<file path="config.mk">
export PLATFORM = sky130hd
export DESIGN_NAME = heartbeat_fade_envelope
export DESIGN_NICKNAME = d
export VERILOG_FILES = /design/src/hw/rtl/hbfe_pkg.sv /design/src/hw/rtl/hbfe_cfg.sv /design/src/hw/rtl/hbfe_core.sv /design/src/hw/rtl/heartbeat_fade_envelope.sv
export SDC_FILE = /design/constraint.sdc
export NUM_CORES = 1
export LEC_CHECK = 0
export ABC_AREA = 1
export BUFFER_PORTS_ARGS = -buffer_cell sky130_fd_sc_hd__buf_2
export CORE_UTILIZATION = 40
export CTS_CLUSTER_DIAMETER = 50
export DETAILED_ROUTE_END_ITERATION = 10
export GPL_TIMING_DRIVEN = 0
export PLACE_DENSITY = 0.63
export SYNTH_ARGS = -nofsm -noshare
export SYNTH_HDL_FRONTEND = slang
export SYNTH_SLANG_ARGS = --single-unit
</file>
<file path="constraint.sdc">
create_clock -name clk -period 20.6 [get_ports clk]
set_input_delay 3.09 -clock clk [delete_from_list [all_inputs] [get_ports clk]]
set_output_delay 3.09 -clock clk [all_outputs]
set_load 0.05 [all_outputs]
</file>
<file path="src/hw/rtl/hbfe_pkg.sv">
// Shared types, constants and derivation functions for the heartbeat fade envelope.
// No dependencies; imported by every module of the block.
`default_nettype none

package hbfe_pkg;

	localparam int unsigned TIME_W   = 32;
	localparam int unsigned CFG_W    = 7;
	localparam int unsigned LEVEL_W  = 7;
	localparam int unsigned PERIOD_W = 11;
	localparam int unsigned DATA_W   = 32;
	localparam int unsigned ADDR_W   = 3;

	localparam logic [TIME_W-1:0]   UPDATE_MS     = 32'd50;
	localparam logic [PERIOD_W-1:0] SLOW_MS       = 11'd1200;
	// speed 0 truncates -800/99 toward zero, giving 1200 + 8
	localparam logic [PERIOD_W-1:0] SPEED0_MS     = 11'd1208;
	localparam logic [LEVEL_W-1:0]  LEVEL_MAX     = 7'd100;
	localparam logic [LEVEL_W-1:0]  RISE_STEP     = 7'd5;
	localparam logic [LEVEL_W-1:0]  FALL_STEP     = 7'd3;
	localparam logic [LEVEL_W-1:0]  PEAK1_BASE    = 7'd50;
	localparam logic [LEVEL_W-1:0]  PEAK2_BASE    = 7'd30;
	localparam logic [CFG_W-1:0]    SPEED_RST     = 7'd50;
	localparam logic [CFG_W-1:0]    INTENSITY_RST = 7'd50;

	// ceil(800 * 2^16 / 99) and ceil(50 * 2^16 / 99); exact floor for 7-bit operands
	localparam logic [19:0] PERIOD_RECIP = 20'd529584;
	localparam logic [15:0] PEAK_RECIP   = 16'd33099;

	localparam logic REG_SPEED     = 1'b0;
	localparam logic REG_INTENSITY = 1'b1;

	typedef struct packed {
		logic [PERIOD_W-1:0] period;
		logic [LEVEL_W-1:0]  peak1;
		logic [LEVEL_W-1:0]  peak2;
	} hbfe_param_t;

	function automatic logic [PERIOD_W-1:0] beat_period(input logic [CFG_W-1:0] speed);
		logic [CFG_W-1:0] s;
		logic [26:0]      prod;
		logic [PERIOD_W-1:0] q;
		s    = speed - 7'd1;
		prod = 27'(s) * 27'(PERIOD_RECIP);
		q    = prod[26:16];
		if (speed == '0) begin
			return SPEED0_MS;
		end
		return SLOW_MS - q;
	endfunction

	function automatic logic [LEVEL_W-1:0] peak_level(input logic [LEVEL_W-1:0] base,
		input logic [CFG_W-1:0] intensity);
		logic [CFG_W-1:0] i;
		logic [22:0]      prod;
		logic [7:0]       sum;
		// intensity 0 truncates to a zero offset, same as intensity 1
		i    = (intensity == '0) ? '0 : intensity - 7'd1;
		prod = 23'(i) * 23'(PEAK_RECIP);
		sum  = 8'(base) + 8'(prod[21:16]);
		if (sum > 8'(LEVEL_MAX)) begin
			return LEVEL_MAX;
		end
		return sum[LEVEL_W-1:0];
	endfunction

endpackage

`default_nettype wire

</file>
<file path="src/hw/rtl/hbfe_cfg.sv">
// APB register file for speed and intensity, plus the registered beat parameters
// derived from them. Depends on hbfe_pkg.
`default_nettype none

module hbfe_cfg (
	input  wire logic                        clk,
	input  wire logic                        arst_n,
	input  wire logic                        psel,
	input  wire logic                        penable,
	input  wire logic                        pwrite,
	input  wire logic [hbfe_pkg::ADDR_W-1:0] paddr,
	input  wire logic [hbfe_pkg::DATA_W-1:0] pwdata,
	output logic      [hbfe_pkg::DATA_W-1:0] prdata,
	output logic                             pready,
	output hbfe_pkg::hbfe_param_t            param
);
	import hbfe_pkg::*;

	logic [CFG_W-1:0] speed_q;
	logic [CFG_W-1:0] intensity_q;
	logic             wr_en;
	logic             idx;

	assign pready = 1'b1;
	assign idx    = paddr[2];
	assign wr_en  = psel & penable & pwrite;

	always_ff @(posedge clk or negedge arst_n) begin
		if (!arst_n) begin
			speed_q     <= SPEED_RST;
			intensity_q <= INTENSITY_RST;
		end else if (wr_en) begin
			case (idx)
				REG_SPEED:     speed_q     <= pwdata[CFG_W-1:0];
				REG_INTENSITY: intensity_q <= pwdata[CFG_W-1:0];
				default:       speed_q     <= speed_q;
			endcase
		end
	end

	always_comb begin
		case (idx)
			REG_SPEED:     prdata = DATA_W'(speed_q);
			REG_INTENSITY: prdata = DATA_W'(intensity_q);
			default:       prdata = '0;
		endcase
	end

	// register period and peaks derived from the stored speed and intensity
	always_ff @(posedge clk or negedge arst_n) begin
		if (!arst_n) begin
			param.period <= beat_period(SPEED_RST);
			param.peak1  <= peak_level(PEAK1_BASE, INTENSITY_RST);
			param.peak2  <= peak_level(PEAK2_BASE, INTENSITY_RST);
		end else begin
			param.period <= beat_period(speed_q);
			param.peak1  <= peak_level(PEAK1_BASE, intensity_q);
			param.peak2  <= peak_level(PEAK2_BASE, intensity_q);
		end
	end

endmodule

`default_nettype wire

</file>
<file path="src/hw/rtl/hbfe_core.sv">
// Input register, beat state and fade update logic, and the result register.
// Depends on hbfe_pkg.
`default_nettype none

module hbfe_core (
	input  wire logic                         clk,
	input  wire logic                         arst_n,
	input  wire hbfe_pkg::hbfe_param_t        param,
	input  wire logic                         in_valid,
	output logic                              in_ready,
	input  wire logic [hbfe_pkg::TIME_W-1:0]  now_ms,
	output logic                              out_valid,
	input  wire logic                         out_ready,
	output logic      [hbfe_pkg::LEVEL_W-1:0] fade_level
);
	import hbfe_pkg::*;

	logic                valid_s1;
	logic [TIME_W-1:0]   now_s1;
	logic [TIME_W-1:0]   last_upd_q;
	logic [TIME_W-1:0]   last_beat_q;
	logic [LEVEL_W-1:0]  level_q;

	logic                upd;
	logic                restart;
	logic                s1_go;
	logic                upd_go;
	logic [TIME_W-1:0]   since_upd;
	logic [TIME_W-1:0]   since_beat;
	logic [PERIOD_W-1:0] elapsed;
	logic [LEVEL_W-1:0]  target;
	logic [LEVEL_W-1:0]  level_nxt;
	logic [15:0]         el20;
	logic [15:0]         per3;

	always_comb begin
		since_upd  = now_s1 - last_upd_q;
		upd        = since_upd >= UPDATE_MS;
		since_beat = now_s1 - last_beat_q;
		restart    = since_beat >= TIME_W'(param.period);
		// after the restart check elapsed is below the period
		elapsed    = restart ? '0 : since_beat[PERIOD_W-1:0];

		// phase compares reduced: 100e<15p, 100e<25p, 100e<40p
		el20 = 16'(elapsed) * 16'd20;
		per3 = 16'(param.period) * 16'd3;
		if (el20 < per3) begin
			target = param.peak1;
		end else if ((15'(elapsed) << 2) < 15'(param.period)) begin
			target = '0;
		end else if (15'(elapsed) * 15'd5 < (15'(param.period) << 1)) begin
			target = param.peak2;
		end else begin
			target = '0;
		end

		if (level_q < target) begin
			level_nxt = (level_q + RISE_STEP >= target) ? target : level_q + RISE_STEP;
		end else if (level_q > target) begin
			level_nxt = (level_q > target + FALL_STEP) ? level_q - FALL_STEP : target;
		end else begin
			level_nxt = level_q;
		end

		s1_go    = valid_s1 & (~upd | ~out_valid | out_ready);
		upd_go   = s1_go & upd;
		in_ready = ~valid_s1 | s1_go;
	end

	always_ff @(posedge clk or negedge arst_n) begin
		if (!arst_n) begin
			valid_s1 <= 1'b0;
		end else if (in_ready) begin
			valid_s1 <= in_valid;
		end
	end

	always_ff @(posedge clk) begin
		if (in_valid && in_ready) begin
			now_s1 <= now_ms;
		end
	end

	always_ff @(posedge clk or negedge arst_n) begin
		if (!arst_n) begin
			last_upd_q  <= '0;
			last_beat_q <= '0;
			level_q     <= '0;
		end else if (upd_go) begin
			last_upd_q <= now_s1;
			level_q    <= level_nxt;
			if (restart) begin
				last_beat_q <= now_s1;
			end
		end
	end

	// hold the result until its transfer
	always_ff @(posedge clk or negedge arst_n) begin
		if (!arst_n) begin
			out_valid <= 1'b0;
		end else if (upd_go) begin
			out_valid <= 1'b1;
		end else if (out_ready) begin
			out_valid <= 1'b0;
		end
	end

	always_ff @(posedge clk) begin
		if (upd_go) begin
			fade_level <= level_nxt;
		end
	end

	a_level_range: assert property (@(posedge clk) disable iff (!arst_n)
		out_valid |-> fade_level <= LEVEL_MAX)
		else $error("fade level above maximum");

	a_level_slew: assert property (@(posedge clk) disable iff (!arst_n)
		upd_go |=> (8'(level_q) <= 8'($past(level_q)) + 8'(RISE_STEP))
			&& (8'(level_q) + 8'(FALL_STEP) >= 8'($past(level_q))))
		else $error("fade level moved by more than one step");

	a_upd_time: assert property (@(posedge clk) disable iff (!arst_n)
		upd_go |=> last_upd_q == $past(now_s1))
		else $error("last update time not taken from the transfer");

	a_result_from_update: assert property (@(posedge clk) disable iff (!arst_n)
		upd_go |=> out_valid && fade_level == level_q)
		else $error("result does not match the new level");

endmodule

`default_nettype wire

</file>
<file path="src/hw/rtl/heartbeat_fade_envelope.sv">
// Heartbeat fade envelope top level: APB configuration and the fade update core.
// A time sample enters the input register; an updating one then loads the result register.
// Throughput: one sample per cycle; the input register, state and result register
// form one update step, so a stalled result only stalls an updating sample.
// Reset: asynchronous active low; speed and intensity return to 50, times and level to 0.
// Samples closer than 50 ms to the last update produce no result.
`default_nettype none

module heartbeat_fade_envelope (
	input  wire logic                         clk,
	input  wire logic                         arst_n,
	input  wire logic                         psel,
	input  wire logic                         penable,
	input  wire logic                         pwrite,
	input  wire logic [hbfe_pkg::ADDR_W-1:0]  paddr,
	input  wire logic [hbfe_pkg::DATA_W-1:0]  pwdata,
	output logic      [hbfe_pkg::DATA_W-1:0]  prdata,
	output logic                              pready,
	input  wire logic                         in_valid,
	output logic                              in_ready,
	input  wire logic [hbfe_pkg::TIME_W-1:0]  now_ms,
	output logic                              out_valid,
	input  wire logic                         out_ready,
	output logic      [hbfe_pkg::LEVEL_W-1:0] fade_level
);
	import hbfe_pkg::*;

	hbfe_param_t param;

	hbfe_cfg u_cfg (
		.clk     (clk),
		.arst_n  (arst_n),
		.psel    (psel),
		.penable (penable),
		.pwrite  (pwrite),
		.paddr   (paddr),
		.pwdata  (pwdata),
		.prdata  (prdata),
		.pready  (pready),
		.param   (param)
	);

	hbfe_core u_core (
		.clk        (clk),
		.arst_n     (arst_n),
		.param      (param),
		.in_valid   (in_valid),
		.in_ready   (in_ready),
		.now_ms     (now_ms),
		.out_valid  (out_valid),
		.out_ready  (out_ready),
		.fade_level (fade_level)
	);

endmodule

`default_nettype wire
</file>
==> flow_metrics.py, run 1 <==
metrics = {
    "synth": {
        "synth-async-reset-ratio": 0.742,
        "synth-edff-count": 39,
        "ys.warnings.count": 0,
        "synth_ff_type": "dfrtp_1",
        "synth_cell_type_count": 58,
        "syn_area_um2": 16000,
        "syn_inst": 2301,
        "synth_seq_cells": 151,
        "avgSynthCellArea_um2": 6.97,
        "ys_seq_area_frac": 0.249,
    },
    "worst_hold_path": {
        "hp-class": "reg -> reg",
        "hold_depth": 2,
        "holdPathEnd": "u_cfg.speed_q[6]$_DFFE_PN0P_",
        "min_from": "u_cfg.speed_q[6]$_DFFE_PN0P_",
    },
    "clock_network": {
        "cts_tree": "yes",
        "cts_resized": 0,
        "clkTransAtPathRegs_ns": 0.07,
        "clock-sinks": 151,
        "ctsHtreeMaxLevel": 4,
        "root_buffer": "clkbuf_16",
        "cts_setup_buffers": 0,
        "clk_latency_ns": 0.47,
        "numCtsBuffers": 17,
        "hold_buffers": 0,
        "cts_max_path_buffers": 2,
    },
    "route": {
        "avgViaCountPerCell": 4.91,
        "drt_iter0_drc": 938,
        "avgRoutedWirePerCell_um": 13.7,
        "vias": 14400,
        "drtPass1Iterations": 5,
        "routed_wl_um": 40200,
        "ant_nets": 0,
        "drc": 0,
    },
    "run": {
        "maxCapViolations": 0,
    },
    "status": {
        "outcome": "completed",
    },
    "grt": {
        "grt_pass1_vias": 13700,
        "overflow": 0,
        "antenna_found_initial": 0,
        "grt_use_met1": 0.305,
        "grt_pass1_wl_um": 68300,
        "grtUsageMet2": 0.317,
        "grtUsageMet3": 0.0282,
        "grt_max_degree": 78,
        "track_usage": 0.207,
        "grt.busiest_layer": "met2",
    },
    "setup_path": {
        "endpoint_kind": "flip-flop",
        "start_kind": "flip-flop",
        "r2r_start": "u_core.now_s1[0]$_DFFE_PP_",
        "critPathMostFrequentCell": "nand2_1",
        "crit_type": "reg -> reg",
        "crit_slowest_cell": "edfxtp_1",
        "crit_fanout": 10,
        "arrival_ns": 9.92,
        "r2r_setup_slack_ns": 10.87,
        "r2r_cells": 59,
        "crit_path_max_incr_delay_ns": 0.44,
        "critPathRequiredTime_ns": 20.80,
        "r2r_end": "u_core.fade_level[4]$_DFFE_PP_",
    },
    "floorplan": {
        "initial_core_util": 0.410,
        "fp-row-count": 72,
        "core-area_um2": 39100,
        "dieWidth_um": 202,
        "die-area_um2": 40900,
        "ios": 116,
        "chipHeight_um": 202,
    },
    "sta": {
        "tightest_slew_ns": 1.03,
        "hold_viol_final": 0,
        "max_slew_margin": 0.307,
        "fin_crit_sh": 0.472,
        "finClkSkew_ns": 0.0156,
        "fin_tns_setup_ns": 0,
        "rsz0062_at_grt": "no",
        "finalSetupViolations": 0,
        "finalWorstSetupSlack_ns": 10.87,
        "max_freq_mhz": 103,
        "drv_slew": 0,
        "period_needed_ns": 9.73,
    },
    "placement": {
        "place_congestion": 0.920,
        "pre_cts_slack_ns": 10.92,
        "dp_hpwl_um": 33300,
        "io_buffers": 61,
    },
    "layout": {
        "num_antenna_cells": 0,
        "multi_input_area_um2": 10300,
        "areaGrowthSynthToFinish_pct": 10.7,
        "layout.nets": 2741,
        "regArea_um2": 4000,
        "fill_cells": 4044,
        "drive_gt1_frac": 0.0818,
    },
    "pwr": {
        "irDropWorstVdd_v": 0.0000683,
        "powerDensity_nw_per_um2": 148,
        "leakagePower_uw": 0.00988,
    },
}
## Yosys cell counts (3+ instances only)
master / count / share of area
o211ai_1: 7 / 0.0033
dfstp_2: 18 / 0.030
xnor2_1: 23 / 0.013
a21oi_1: 118 / 0.037
nand4_1: 36 / 0.014
fa_1: 18 / 0.022
o21ai_0: 120 / 0.037
buf_4: 26 / 0.012
nor3_1: 21 / 0.0066
inv_2: 6 / 0.0014
a211oi_1: 7 / 0.0033
buf_2: 8 / 0.0025
nand2_1: 665 / 0.16
nand2_2: 8 / 0.0031
o21a_1: 6 / 0.0028
and2_1: 6 / 0.0023
a21oi_2: 3 / 0.0016
edfxtp_1: 39 / 0.073
nor2_4: 3 / 0.0021
nor2_2: 14 / 0.0055
ha_1: 242 / 0.19
clkbuf_1: 18 / 0.0042
nor4_1: 3 / 0.0012
nand3b_1: 5 / 0.0023
inv_1: 396 / 0.093
nand3_1: 93 / 0.029
o21ai_1: 17 / 0.0053
dfrtp_1: 94 / 0.15
nand3_2: 5 / 0.0031
a21o_1: 7 / 0.0033
or2_2: 4 / 0.0016
xor2_1: 62 / 0.034
a31oi_1: 5 / 0.0020
nor2_1: 160 / 0.037
o21bai_1: 10 / 0.0047
## critical path: cells and delay by family (launching register included)
kind,cells,cell delay (ns)
simple gates,31,3.34
fa+ha+maj,7,2.20
buf+inv,8,1.16
flops,1,0.44
compound gates,11,1.88
xor+xnor,2,0.40
## power by group
group	switching, uW	internal, uW	total, uW
registers	61.4	416	477
logic	1150	668	1820
clock network	147	183	330
## registers in the layout (all words and copies together) (netlist names)
| name | cells |
|---|---|
| u_core.out_valid | 1 |
| u_core.last_beat_q | 32 |
| u_core.last_upd_q | 32 |
| u_core.valid_s1 | 1 |
| u_core.now_s1 | 32 |
| u_cfg.param | 25 |
| u_core.fade_level | 7 |
| u_core.level_q | 7 |
| u_cfg.intensity_q | 7 |
| u_cfg.speed_q | 7 |
## through the flow
stage                     hold slack [ns]  std cells  cell area (um2)  utilization  total power, uW
final                               0.488       2938            17700        0.454             2620
after global routing                0.521       2938            17700        0.454             2960
after CTS                           0.491       2937            17700        0.453             2640
after detailed placement            0.474       2905            17100        0.437             2290
after global placement              0.471       2904            17100        0.437             2220
after floorplan                     0.451       2325            16100            -             1860
## worst max path at each step
stage / from / end / slack [ns] / cells after the start
final: u_core.now_s1[0]$_DFFE_PP_ / u_core.fade_level[4]$_DFFE_PP_ / 10.87 / 59
after global routing: u_core.now_s1[0]$_DFFE_PP_ / u_core.level_q[5]$_DFFE_PN0P_ / 9.90 / 61
after CTS: u_core.now_s1[0]$_DFFE_PP_ / u_core.level_q[5]$_DFFE_PN0P_ / 10.89 / 61
after detailed placement: u_core.now_s1[0]$_DFFE_PP_ / u_core.fade_level[4]$_DFFE_PP_ / 10.92 / 59
after global placement: u_core.now_s1[0]$_DFFE_PP_ / u_core.level_q[5]$_DFFE_PN0P_ / 10.97 / 61
after floorplan: u_core.now_s1[0]$_DFFE_PP_ / u_core.fade_level[2]$_DFFE_PP_ / 12.63 / 63
## layer usage
metal | vias up | share of wire
li1 | 7553 | -
met3 | 31 | 0.048
met1 | 6547 | 0.52
met2 | 282 | 0.42
met4 | 0 | 0.013
met5 | - | 0
## cell usage in the layout (no fill, tap or decap), types with 23 or more instances in the layout
| master | n |
|---|---|
| xnor2_1 | 23 |
| dfrtp_1 | 94 |
| nand4_1 | 36 |
| inv_1 | 396 |
| xor2_1 | 62 |
| nand2_1 | 665 |
| o21ai_0 | 120 |
| a21oi_1 | 118 |
| ha_1 | 242 |
| edfxtp_1 | 39 |
| nand3_1 | 93 |
| nor2_1 | 160 |
| conb_1 | 26 |
| buf_4 | 26 |
| buf_2 | 68 |
## cell families (layout without fill, tap and decap cells)
| family | Yosys count | count (layout) | share of synthesized area |
|---|---|---|---|
| simple gates | 1034 | 1034 | 0.270 |
| buf+inv | 455 | 550 | 0.113 |
| compound gates | 314 | 314 | 0.109 |
| fa+ha+maj | 260 | 260 | 0.211 |
| flops | 151 | 151 | 0.249 |
| xor+xnor | 85 | 85 | 0.0465 |
| other cells | 2 | 26 | 0.000469 |
## final cells by class
| type | instances | area share |
|---|---|---|
| tap | 518 | 0.0365 |
| timing repair buffer | 63 | 0.0207 |
| sequential | 151 | 0.225 |
| buffer | 52 | 0.0171 |
| multi-input combinational | 1719 | 0.581 |
| clock inverter | 15 | 0.0101 |
| inverter | 403 | 0.0853 |
| clock buffer | 17 | 0.0240 |
Note: power is estimated with default switching activity, not from simulation.
==> run 2: changes to the inputs <==
Settings changed: ABC_AREA 1 to 0.
Clock period 20.6 ns to 9.93 ns, I/O delays scaled along.
==> flow_metrics.py, run 2 <==
metrics = {
    "grt": {
        "grt_pass1_vias": 13300,
        "track_usage": 0.198,
        "grt_max_degree": 71,
        "antenna_found_initial": 0,
        "overflow": 0,
        "grt_pass1_wl_um": 62800,
    },
    "floorplan": {
        "initial_core_util": 0.406,
        "ios": 116,
        "die-area_um2": 39000,
        "core-area_um2": 37700,
        "chipHeight_um": 197,
        "fp-row-count": 71,
        "dieWidth_um": 197,
    },
    "sta": {
        "rsz0062_at_grt": "yes",
        "max_freq_mhz": 98.3,
        "finClkSkew_ns": 0.0180,
        "max_slew_margin": 0.186,
        "drv_slew": 0,
        "period_needed_ns": 10.18,
        "tightest_slew_ns": 1.20,
        "finalSetupViolations": 10,
        "finalWorstSetupSlack_ns": -0.248,
        "hold_viol_final": 0,
        "fin_crit_sh": 1.02,
    },
    "layout": {
        "fill_cells": 3587,
        "layout.nets": 2248,
        "mostFrequentLayoutCells": "ha_1, inv_1, nand2_1",
        "areaGrowthSynthToFinish_pct": 18.7,
        "drive_gt1_frac": 0.216,
        "regArea_um2": 4000,
        "reg_top3": "u_core.last_beat_q (32), u_core.last_upd_q (32), u_core.now_s1 (32)",
        "multi_input_area_um2": 10800,
        "stdcell_count": 2438,
        "num_antenna_cells": 0,
        "final_common_cell": "ha_1",
    },
    "pwr": {
        "p_sw_uw": 2560,
        "power_frac_clock": 0.121,
        "p_int_uw": 2890,
        "irDropWorstVdd_v": 0.000261,
        "powerDensity_nw_per_um2": 301,
        "switching_share": 0.470,
        "seqPwrFrac": 0.178,
        "leakagePower_uw": 0.00854,
        "comb_power_share": 0.702,
    },
    "setup_path": {
        "endpoint_kind": "flip-flop",
        "arrival_ns": 10.53,
        "crit_fanout": 4,
        "r2r_setup_slack_ns": -0.25,
        "path_buf_inv": 3,
        "crit_path_max_incr_delay_ns": 0.52,
        "crit_slowest_cell": "or4b_4",
        "crit_type": "reg -> reg",
        "worstSetupPathDepth": 52,
        "r2r_cells": 52,
        "r2r_end": "u_core.level_q[5]$_DFFE_PN0P_",
        "start_kind": "flip-flop",
        "cp_top_family": "compound AO/OA/AOI/OAI gates",
        "r2r_start": "u_core.now_s1[2]$_DFFE_PP_",
        "critPathRequiredTime_ns": 10.28,
        "critPathMostFrequentCell": "ha_4",
        "crit_path_end": "u_core.level_q[5]$_DFFE_PN0P_",
        "critical_path.startpoint": "u_core.now_s1[2]$_DFFE_PP_",
    },
    "placement": {
        "pre_cts_slack_ns": -1.39,
        "io_buffers": 62,
        "dp_hpwl_um": 28300,
        "place_congestion": 0.899,
        "dp.cells": 2317,
    },
    "run": {
        "maxCapViolations": 0,
    },
    "clock_network": {
        "ctsHtreeMaxLevel": 4,
        "clkTransAtPathRegs_ns": 0.08,
        "clk_latency_ns": 0.46,
        "root_buffer": "clkbuf_16",
        "clock-sinks": 151,
        "numCtsBuffers": 17,
        "cts_tree": "yes",
        "cts_max_path_buffers": 2,
    },
    "synth": {
        "avgSynthCellArea_um2": 8.89,
        "synth-async-reset-ratio": 0.742,
        "synth.most_common_cell": "ha_1",
        "synthTopCellsByCount": "ha_1, inv_1, nand2_1",
        "synthTopCellsByArea": "ha_1, dfrtp_1, edfxtp_1",
        "synth_top_area_frac": 0.198,
        "synth_cell_type_count": 96,
        "synth-edff-count": 39,
        "synth_ff_type": "dfrtp_1",
        "syn_area_um2": 15300,
        "ys_seq_area_frac": 0.262,
        "synth_seq_cells": 151,
        "ys.warnings.count": 0,
        "syn_inst": 1719,
        "yosysTopAreaCell": "ha_1",
    },
    "route": {
        "drt_iter0_drc": 612,
        "vias": 13000,
        "ant_nets": 0,
        "avgRoutedWirePerCell_um": 15.3,
        "avgViaCountPerCell": 5.32,
        "drc": 0,
        "drtPass1Iterations": 5,
        "routed_wl_um": 37300,
    },
    "worst_hold_path": {
        "hp-class": "reg -> reg",
    },
    "status": {
        "outcome": "finished with violations",
        "violations": "setup timing",
    },
}
-- run 2: changes by cell type in the layout (fill, tap and decap cells not counted), moves of 16 or more --
cell / delta
nand2_1: -533
inv_1: -219
buf_4: +84
nand3_1: -70
nor2_1: -64
mux2_2: +59
xnor2_1: +42
xor2_1: -33
a21o_1: +32
nand2b_1: +32
o21ai_0: -24
nand4_1: -16
-- run 2: kinds of logic (layout without fill, tap and decap cells) --
kind of cell,after synthesis,in the layout,share of synthesized area
muxes,72,72,0.0523
adders and majority gates,260,260,0.222
other,2,26,0.000492
AOI/OAI and AO/OA,444,444,0.190
xor gates and xnor gates,101,101,0.0579
DFF,151,151,0.262
buffers and inverters,239,423,0.0684
and+or+nand+nor,450,450,0.148
-- run 2: how the worst min path moves through the flow --
stage	startpoint	end	slack, ns	depth (start not counted)
2_1_floorplan	u_core.valid_s1$_DFFE_PN0N_	u_core.out_valid$_DFFE_PN0P_	0.46	2
3_3_place_gp	u_core.valid_s1$_DFFE_PN0N_	u_core.out_valid$_DFFE_PN0P_	0.49	2
3_5_place_dp	u_core.last_beat_q[16]$_DFFE_PN0P_	u_core.last_beat_q[16]$_DFFE_PN0P_	0.50	1
4_1_cts	u_core.last_beat_q[20]$_DFFE_PN0P_	u_core.last_beat_q[20]$_DFFE_PN0P_	0.51	1
5_1_grt	u_core.last_beat_q[13]$_DFFE_PN0P_	u_core.last_beat_q[13]$_DFFE_PN0P_	0.53	1
6_report	u_core.last_beat_q[20]$_DFFE_PN0P_	u_core.last_beat_q[20]$_DFFE_PN0P_	0.51	1
-- run 2: power by group through the flow --
stage                     Sequential [uW]  Combinational (uW)  Clock [uW]
final                                 969                3820         657
after global routing                  991                4380         698
after CTS                             967                3630         674
after detailed placement              976                3390           0
after global placement                970                3310           0
after floorplan                       988                2630           0
-- run 2: worst register-to-register path, delay by kind of cell (launching register included) --
family / cells / cell delay, ns
AOI/OAI and AO/OA: 21 / 3.47
buffers and inverters: 3 / 0.30
and+or+nand+nor: 16 / 3.11
muxes: 2 / 0.42
adders and majority gates: 7 / 1.70
DFF: 1 / 0.46
xor gates and xnor gates: 3 / 0.58
-- run 2: through the flow --
step / power [uW] / setup TNS [ns] / util / cell area, um2 / hold WS, ns
after global placement: 4280 / -14.01 / 0.434 / 16300 / 0.488
after floorplan: 3620 / 0 / - / 15400 / 0.460
final: 5450 / -1.10 / 0.481 / 18100 / 0.510
after CTS: 5270 / -0.221 / 0.473 / 17800 / 0.512
after detailed placement: 4370 / -15.42 / 0.435 / 16400 / 0.495
after global routing: 6070 / -6.75 / 0.481 / 18100 / 0.529
-- run 2: cell type report --
cell class / count / area share
timing repair buffer: 152 / 0.0569
sequential: 151 / 0.220
buffer: 60 / 0.0212
clock buffer: 17 / 0.0235
inverter: 179 / 0.0371
clock inverter: 15 / 0.00870
multi-input combinational: 1353 / 0.597
tap: 511 / 0.0353
-- run 2: repair_timing --
action / 4_1_cts / 5_1_grt
endpoints found under the setup margin: 14 / 14
endpoints found under the hold margin: 0 / 0
hold buffers: 0 / 0
gates resized for setup: 69 / 35
pin swaps: 41 / 25
setup buffers: 68 / 21
-- run 2: routing by layer --
metal / vias up / part of all wire / global-route usage
met5: - / 0 / 0
met4: 0 / 0.028 / 0.0784
met1: 6165 / 0.45 / 0.240
met2: 234 / 0.49 / 0.345
met3: 68 / 0.036 / 0.0364
li1: 6492 / - / -
